[src/hw/rtl/ffpe_pkg.sv]
// ----------------------------------------------------------------------------
// ffpe_pkg: shared types, constants and AES helpers
// Feistel value split, key size codes, s-box and byte-column arithmetic.
// ----------------------------------------------------------------------------
package ffpe_pkg;

   localparam int ValueBits = 48;
   localparam int HalfBits = ValueBits / 2;
   localparam int FeistelRounds = 8;
   localparam int RoundBits = $clog2(FeistelRounds);
   localparam int DigitBits = 8;
   localparam int HalfDigits = HalfBits / DigitBits;
   localparam int HalfCntBits = $clog2(HalfDigits + 1);
   localparam int KeySlots = 15;
   localparam int KeyIdxBits = 4;
   localparam int WordCntBits = 6;

   typedef enum logic [2:0] {
      CSR_KEY_WORD_0 = 3'd0,
      CSR_KEY_WORD_1 = 3'd1,
      CSR_KEY_WORD_2 = 3'd2,
      CSR_KEY_WORD_3 = 3'd3,
      CSR_KEY_SIZE   = 3'd4
   } csr_index_type;

   typedef enum logic [1:0] {
      KEY_128 = 2'd0,
      KEY_192 = 2'd1,
      KEY_256 = 2'd2,
      KEY_RSV = 2'd3
   } key_size_type;

   typedef enum logic [1:0] {
      KX_IDLE,
      KX_RUN
   } kx_state_type;

   typedef enum logic [2:0] {
      ST_IDLE,
      ST_LOAD,
      ST_AES,
      ST_MIX,
      ST_DONE
   } core_state_type;

   typedef struct packed {
      logic busy;
      logic [3:0] last_round;
   } kx_status_type;

   function automatic logic [7:0] sbox(input logic [7:0] x);
      logic [7:0] tbl [256];
      tbl = '{
         8'h63,8'h7c,8'h77,8'h7b,8'hf2,8'h6b,8'h6f,8'hc5,8'h30,8'h01,8'h67,8'h2b,8'hfe,8'hd7,8'hab,8'h76,
         8'hca,8'h82,8'hc9,8'h7d,8'hfa,8'h59,8'h47,8'hf0,8'had,8'hd4,8'ha2,8'haf,8'h9c,8'ha4,8'h72,8'hc0,
         8'hb7,8'hfd,8'h93,8'h26,8'h36,8'h3f,8'hf7,8'hcc,8'h34,8'ha5,8'he5,8'hf1,8'h71,8'hd8,8'h31,8'h15,
         8'h04,8'hc7,8'h23,8'hc3,8'h18,8'h96,8'h05,8'h9a,8'h07,8'h12,8'h80,8'he2,8'heb,8'h27,8'hb2,8'h75,
         8'h09,8'h83,8'h2c,8'h1a,8'h1b,8'h6e,8'h5a,8'ha0,8'h52,8'h3b,8'hd6,8'hb3,8'h29,8'he3,8'h2f,8'h84,
         8'h53,8'hd1,8'h00,8'hed,8'h20,8'hfc,8'hb1,8'h5b,8'h6a,8'hcb,8'hbe,8'h39,8'h4a,8'h4c,8'h58,8'hcf,
         8'hd0,8'hef,8'haa,8'hfb,8'h43,8'h4d,8'h33,8'h85,8'h45,8'hf9,8'h02,8'h7f,8'h50,8'h3c,8'h9f,8'ha8,
         8'h51,8'ha3,8'h40,8'h8f,8'h92,8'h9d,8'h38,8'hf5,8'hbc,8'hb6,8'hda,8'h21,8'h10,8'hff,8'hf3,8'hd2,
         8'hcd,8'h0c,8'h13,8'hec,8'h5f,8'h97,8'h44,8'h17,8'hc4,8'ha7,8'h7e,8'h3d,8'h64,8'h5d,8'h19,8'h73,
         8'h60,8'h81,8'h4f,8'hdc,8'h22,8'h2a,8'h90,8'h88,8'h46,8'hee,8'hb8,8'h14,8'hde,8'h5e,8'h0b,8'hdb,
         8'he0,8'h32,8'h3a,8'h0a,8'h49,8'h06,8'h24,8'h5c,8'hc2,8'hd3,8'hac,8'h62,8'h91,8'h95,8'he4,8'h79,
         8'he7,8'hc8,8'h37,8'h6d,8'h8d,8'hd5,8'h4e,8'ha9,8'h6c,8'h56,8'hf4,8'hea,8'h65,8'h7a,8'hae,8'h08,
         8'hba,8'h78,8'h25,8'h2e,8'h1c,8'ha6,8'hb4,8'hc6,8'he8,8'hdd,8'h74,8'h1f,8'h4b,8'hbd,8'h8b,8'h8a,
         8'h70,8'h3e,8'hb5,8'h66,8'h48,8'h03,8'hf6,8'h0e,8'h61,8'h35,8'h57,8'hb9,8'h86,8'hc1,8'h1d,8'h9e,
         8'he1,8'hf8,8'h98,8'h11,8'h69,8'hd9,8'h8e,8'h94,8'h9b,8'h1e,8'h87,8'he9,8'hce,8'h55,8'h28,8'hdf,
         8'h8c,8'ha1,8'h89,8'h0d,8'hbf,8'he6,8'h42,8'h68,8'h41,8'h99,8'h2d,8'h0f,8'hb0,8'h54,8'hbb,8'h16
      };
      return tbl[x];
   endfunction

   function automatic logic [7:0] xtime(input logic [7:0] x);
      return {x[6:0], 1'b0} ^ (x[7] ? 8'h1b : 8'h00);
   endfunction

   // subword on a 32-bit word, byte 0 in bits 31:24
   function automatic logic [31:0] sub_word(input logic [31:0] w);
      return {sbox(w[31:24]), sbox(w[23:16]), sbox(w[15:8]), sbox(w[7:0])};
   endfunction

   // one aes round on a block with byte 0 in bits 127:120
   function automatic logic [127:0] aes_round(input logic [127:0] s, input logic last);
      logic [7:0] b [16];
      logic [7:0] t [16];
      logic [7:0] a0, a1, a2, a3, x;
      logic [127:0] r;
      for (int i = 0; i < 16; i++) b[i] = s[127 - 8*i -: 8];
      for (int i = 0; i < 16; i++) t[i] = sbox(b[(i % 4) + 4 * (((i / 4) + (i % 4)) % 4)]);
      if (!last) begin
         for (int c = 0; c < 4; c++) begin
            a0 = t[4*c]; a1 = t[4*c+1]; a2 = t[4*c+2]; a3 = t[4*c+3];
            x = a0 ^ a1 ^ a2 ^ a3;
            t[4*c]   = a0 ^ x ^ xtime(a0 ^ a1);
            t[4*c+1] = a1 ^ x ^ xtime(a1 ^ a2);
            t[4*c+2] = a2 ^ x ^ xtime(a2 ^ a3);
            t[4*c+3] = a3 ^ x ^ xtime(a3 ^ a0);
         end
      end
      for (int i = 0; i < 16; i++) r[127 - 8*i -: 8] = t[i];
      return r;
   endfunction

endpackage

[src/hw/rtl/ffpe_key_expand.sv]
// ----------------------------------------------------------------------------
// ffpe_key_expand: aes key schedule
// Expands the key one 32-bit word per cycle into the round key memory.
// ----------------------------------------------------------------------------
module ffpe_key_expand (
   input  logic clock,
   input  logic reset,
   input  logic start,
   input  logic [255:0] key,
   input  logic [1:0] key_size,
   input  logic [ffpe_pkg::KeyIdxBits-1:0] rd_idx,
   output logic [127:0] rd_key,
   output ffpe_pkg::kx_status_type status
);

   ffpe_pkg::kx_state_type state_ff, state_in;
   logic [ffpe_pkg::WordCntBits-1:0] cnt_ff, cnt_in;
   logic [2:0] sub_ff, sub_in;      // word index mod nk
   logic [7:0] rcon_ff, rcon_in;
   logic [31:0] win_ff [8];         // sliding window of last nk words
   logic [31:0] win_in [8];
   logic [127:0] mem [ffpe_pkg::KeySlots];
   logic [95:0] row_ff, row_in;
   logic [3:0] nk, nr;
   logic [ffpe_pkg::WordCntBits-1:0] total;
   logic [31:0] t, neww;
   logic wr_en;

   always_comb begin
      unique case (ffpe_pkg::key_size_type'(key_size))
         ffpe_pkg::KEY_128: begin nk = 4'd4; nr = 4'd10; end
         ffpe_pkg::KEY_192: begin nk = 4'd6; nr = 4'd12; end
         default:           begin nk = 4'd8; nr = 4'd14; end
      endcase
      total = ffpe_pkg::WordCntBits'(4 * (nr + 1));
   end

   always_ff @(posedge clock) begin
      if (reset) begin
         state_ff <= ffpe_pkg::KX_IDLE;
      end else begin
         state_ff <= state_in;
      end
      cnt_ff <= cnt_in;
      sub_ff <= sub_in;
      rcon_ff <= rcon_in;
      win_ff <= win_in;
      row_ff <= row_in;
   end

   always_comb begin
      state_in = state_ff;
      cnt_in = cnt_ff;
      sub_in = sub_ff;
      rcon_in = rcon_ff;
      win_in = win_ff;
      row_in = row_ff;
      wr_en = 1'b0;
      // window: win[nk-1] is newest, win[0] is w[i-nk]
      t = win_ff[nk[2:0] - 3'd1];
      if (sub_ff == 3'd0) begin
         t = ffpe_pkg::sub_word({t[23:0], t[31:24]}) ^ {rcon_ff, 24'h0};
      end else if (nk == 4'd8 && sub_ff == 3'd4) begin
         t = ffpe_pkg::sub_word(t);
      end
      neww = (cnt_ff < {2'b0, nk}) ? key[255 - 32*cnt_ff[2:0] -: 32] : (win_ff[0] ^ t);
      unique case (state_ff)
         ffpe_pkg::KX_IDLE: begin
            if (start) begin
               state_in = ffpe_pkg::KX_RUN;
               cnt_in = '0;
               sub_in = '0;
               rcon_in = 8'h01;
            end
         end
         ffpe_pkg::KX_RUN: begin
            for (int j = 0; j < 7; j++) win_in[j] = win_ff[j + 1];
            for (int j = 0; j < 8; j++) begin
               if (j == nk - 4'd1) win_in[j] = neww;
            end
            if (cnt_ff >= {2'b0, nk}) begin
               if (sub_ff == 3'd0) rcon_in = ffpe_pkg::xtime(rcon_ff);
            end
            sub_in = (sub_ff == nk[2:0] - 3'd1) ? 3'd0 : sub_ff + 3'd1;
            if (cnt_ff < {2'b0, nk}) sub_in = (cnt_ff[2:0] == nk[2:0] - 3'd1) ? 3'd0 : cnt_ff[2:0] + 3'd1;
            row_in = {row_ff[63:0], neww};
            wr_en = cnt_ff[1:0] == 2'd3;
            cnt_in = cnt_ff + 1'b1;
            if (cnt_ff == total - 1'b1) state_in = ffpe_pkg::KX_IDLE;
            if (start) begin
               cnt_in = '0;
               sub_in = '0;
               rcon_in = 8'h01;
               state_in = ffpe_pkg::KX_RUN;
            end
         end
         default: state_in = ffpe_pkg::KX_IDLE;
      endcase
   end

   always_ff @(posedge clock) begin
      if (wr_en) mem[cnt_ff[5:2]] <= {row_ff, neww};
      rd_key <= mem[rd_idx];
   end

   assign status.busy = state_ff == ffpe_pkg::KX_RUN || start;
   assign status.last_round = nr;

endmodule

[config.mk]
export PLATFORM = sky130hd
export DESIGN_NAME = ffpe_key_expand
export DESIGN_NICKNAME = d
export VERILOG_FILES = /design/src/hw/rtl/ffpe_pkg.sv /design/src/hw/rtl/ffpe_key_expand.sv
export SDC_FILE = /design/constraint.sdc
export NUM_CORES = 2
export LEC_CHECK = 0
export BUFFER_PORTS_ARGS = -buffer_cell sky130_fd_sc_hd__buf_2
export CAP_MARGIN = 20
export CORE_MARGIN = 2
export CORE_UTILIZATION = 47
export CTS_BUF_LIST = sky130_fd_sc_hd__clkbuf_4 sky130_fd_sc_hd__clkbuf_8
export DETAILED_ROUTE_END_ITERATION = 7
export MAX_ROUTING_LAYER = met4
export SYNTH_ARGS = -nofsm -noshare
export SYNTH_HDL_FRONTEND = slang
export SYNTH_SLANG_ARGS = --single-unit
export TNS_END_PERCENT = 30
[constraint.sdc]
create_clock -name clock -period 19.95 [get_ports clock]
set_clock_uncertainty 0.2 [all_clocks]
set_input_delay 3.99 -clock clock [delete_from_list [all_inputs] [get_ports clock]]
set_output_delay 3.99 -clock clock [all_outputs]
set_load 0.02 [all_outputs]
==> impl.org <==
** STA
- The smallest clock period supported by the final layout is computed as between 10 and 15 ns.
- Count of endpoints failing hold in the final timing report :: 0
- Share of the clock period used by the worst path :: 52.0%
- Static timing analysis puts the maximum clock frequency at 0.0965 GHz.
- Slew Limit Fails :: 0
- Worst-Margin Slew :: between 1 and 1.5 ns
- Final setup vio count :: 0
- Total negative slack :: 0 ns
- Setup repair after global routing left no endpoint under its margin.
- In this run the tightest slew margin relative to its limit is around 18%.

** Job
- Max-cap violations in this run came to 0.

** Worst setup path
- At the worst endpoint, the arrival time is roughly 6.2 ns.
- Crit. End Element :: output pin
- In this design, the critical path's most frequently occurring cell is buf_4.
- STA classifies the critical path startpoint as an input port.
- Setup slack on the worst reg-to-reg path comes out at approximately 14 ns.
- Critical path required time :: 15.76 ns
- The setup path with the least slack is of type in2out.
- Largest stage delay, worst path :: 0.59 ns
- Largest fanout on the critical path :: 26
- The signal on the critical path passes through buf_4 -> buf_4 -> and2b_2 -> inv_2 -> buf_2.
- Slowest stage cell on the critical path :: and2b_2

** Detailed routing
- The final route contains 69,900 vias.
- In the routed layout, each cell is associated on average with a via count of roughly 6.6.
- 1st-iter DRT viols :: between 9,000 and 10,000
- Wirelength per Cell :: between 30 and 40 um
- DRT Pass-1 Iters :: 8
- Routed wire length :: roughly 350 mm
- In the routed design, unresolved DRC markers number 7.
- The detail route stage leaves a number of antenna-violating nets equal to 0.

** Floorplanning
- Initial core utilization :: between 40 and 50%
- Die ar. :: roughly 0.23 mm^2
- The floorplan has 176 rows.
- From bottom edge to top edge, the die measures 484 um.
- Number of top-level pins :: 398
- The die is ~480 um wide.
- The total area inside the core boundary comes to about 0.23 mm^2.

** CTS
- In this run, post-CTS hold repair placed 0 buffers.
- TritonCTS built the clock tree.
- CTS saw between 2,000 and 2,500 sinks.
- Post-CTS Setup Repair Bufs :: 0
- Bufs on Longest Clock Path :: 4
- Number of CTS-inserted buffers :: roughly 380
- CTS placed an instance of clkbuf_8 at the clock tree root.
- Number of cells upsized or downsized after cts :: 0
- For the worst-skew pair, the clock arrives at the later sink with an insertion delay of ~1.1 ns.
- H-tree depth :: 5
- Register clock-pin slew on the reported worst setup and hold paths :: around 0.060 ns

** Yosys
- Async SR Flop Fraction :: 0%
- Post-synth design cell area :: around 0.11 mm^2
- Sequential-to-total area share from yosys stat :: 66.0%
- Top-area cell type share of the netlist area :: between 60% and 70%
- Total number of yosys warnings :: 0
- Number of enable flip-flop cells after synthesis :: between 2,000 and 2,500
- In the synthesized netlist, the number of instances is a little under 7,000.
- Average size of a mapped cell :: ~16 um^2
- Ranked by total cell area, the synthesized netlist is headed by edfxtp_1 (64%), mux4_2 (12%), dfxtp_1 (2.4%), mux2i_1 (2.2%), o21ai_0 (1.6%).
- Among all flip-flop cells after synthesis, the most frequent one is edfxtp_1.
- Library cell with the largest summed area after synthesis :: edfxtp_1
- Counting distinct cell types in the post-synthesis netlist gives approximately 110.
- Synthesis-stage register bit count :: between 2,000 and 2,500
- When the netlist entered floorplanning its net count stood at 7,207.

** Place
- Final estimated routing congestion in global placement :: slightly below 1
- Buffers added on ports :: slightly below 400
- Half-perimeter wire length of the detailed placement result :: 207 mm

** Finish
- Count of nets after finishing :: ~7,600
- Fill cells in the final layout number between 15,000 and 20,000.
- From synthesis to final layout, the design area changed by 11.7%.
- Cells with a size suffix above 1 make up between 20% and 30% of the layout.

** Global route
- Global-route wire length before repair :: 498 mm
- Global routing finished with a remaining overflow of 0.
- Global routing consumed, on the met1 layer, between 40% and 50% of the routing resources.
- Layer with the highest usage :: met2
- Across every metal layer, demand over resource in global routing totals 29.9%.
- In the global route stage, met3 resource usage came out at roughly 4.9%.
- Number of global-route vias before repair :: slightly below 70,000
- Entering global routing, the biggest net connects 126 pins.
- Met2 track utilization from global routing :: between 40% and 50%
- Number of antenna violations at the first check in global routing :: 14

** Power
- Cell area power density :: a little under 100 mW/mm^2
- Leakage :: 0.0395 uW
- The worst-case IR drop observed on VDD is 0.0737 mV.
- Power, Total :: 11,800 uW

** Hold path
- Hold Crit Class :: reg2reg

** Outcome
- Status :: finished, violations left
- The final reports fail on DRC.
cell usage after synthesis (53+ instances only):
master,instances
edfxtp_1,2289
mux4_2,558
nand2_1,447
o21ai_0,339
clkbuf_1,319
nor2_1,255
mux2i_1,241
a21oi_1,230
o211ai_1,193
buf_2,180
nand3_1,161
dfxtp_1,129
a211oi_1,116
nor3_1,106
buf_1,86
a31oi_1,71
o221ai_1,53
placed cells by master, fill, tap and decap left out, types with 39 or more instances in the layout:
| cell type | instances |
|---|---|
| edfxtp_1 | 2289 |
| mux4_2 | 558 |
| nand2_1 | 446 |
| clkbuf_8 | 419 |
| buf_2 | 389 |
| o21ai_0 | 330 |
| nor2_1 | 238 |
| mux2i_1 | 234 |
| a21oi_1 | 227 |
| buf_4 | 211 |
| o211ai_1 | 193 |
| nand3_1 | 161 |
| dfxtp_1 | 128 |
| clkbuf_4 | 125 |
| a211oi_1 | 116 |
| nor3_1 | 106 |
| clkinv_1 | 72 |
| a31oi_1 | 70 |
| o221ai_1 | 53 |
| a22oi_1 | 51 |
| nor2b_1 | 48 |
| ha_1 | 46 |
| diode_2 | 41 |
| a311oi_1 | 41 |
| mux2_2 | 39 |
| nand4_1 | 39 |
logic make-up after synthesis:
logic type | count (synthesis) | share of synthesized area [%]
muxes | 851 | 14.5
adders and majority gates | 46 | 0.532
DFF | 2418 | 66.0
buffers and inverters | 674 | 2.73
and+or+nand+nor | 1243 | 5.37
xor gates and xnor gates | 51 | 0.413
AOI/OAI and AO/OA | 1611 | 10.5
other | 2 | 0.00695
metal layers:
metal  vias to the layer above  share of wire (%)
met5                         -                  0
met4                         0                4.1
met3                       742                8.0
met2                      3842                 47
met1                     36300                 41
li1                      29100                  -
critical path: cells and delay by family:
kind,cells,cell delay (ns)
simple gates,1,0.59
buf+inv,4,1.53
path summary, 6_finish.rpt:
| kind | start | end | depth (start not counted) |
|---|---|---|---|
| worst max-delay path | key_size[0] | status[1] | 5 |
| worst min-delay path | win_ff[175] | win_ff[207] | 0 |
| worst max register to register | win_ff[80] | mem[2][25] | 14 |
| worst min register to register | win_ff[175] | win_ff[207] | 0 |
area by class of cell:
type / count / area [um^2] / share of cell area, %
diodes: 41 / 103 / 0.0850
flip-flops and latches: 2418 / 71300 / 59.1
multi-input cells: 3804 / 34100 / 28.3
inverters: 51 / 194 / 0.161
clock inverters: 121 / 712 / 0.590
clock buffers: 542 / 6680 / 5.53
repair buffers: 615 / 3790 / 3.14
well taps: 3026 / 3790 / 3.14
power breakdown:
part           leakage (uW)  total (uW)  internal [uW]  switching [uW]
logic                0.0137        1810            557            1250
registers            0.0219        5960           5810             154
clock network       0.00393        4080           2230            1850
state kept, by name (all words and copies together), names as in the netlist:
signal / flops
mem: 1920
win_ff: 256
rd_key: 128
row_ff: 96
rcon_ff: 8
cnt_ff: 6
sub_ff: 3
state_ff: 1
stage by stage:
step	std cells	cell area (um^2)	hold WS [ns]	util (%)	worst slack, ns
detailed placement	9909	113000	0.205	49.4	8.89
global route	10600	121000	0.214	52.7	9.60
CTS	10600	121000	0.214	52.6	9.64
finish	10600	121000	0.215	52.7	9.58
global placement	9906	113000	0.201	49.3	9.04
floorplan	6896	108000	0.200	-	4.79
(Power assumes the default switching activity.)
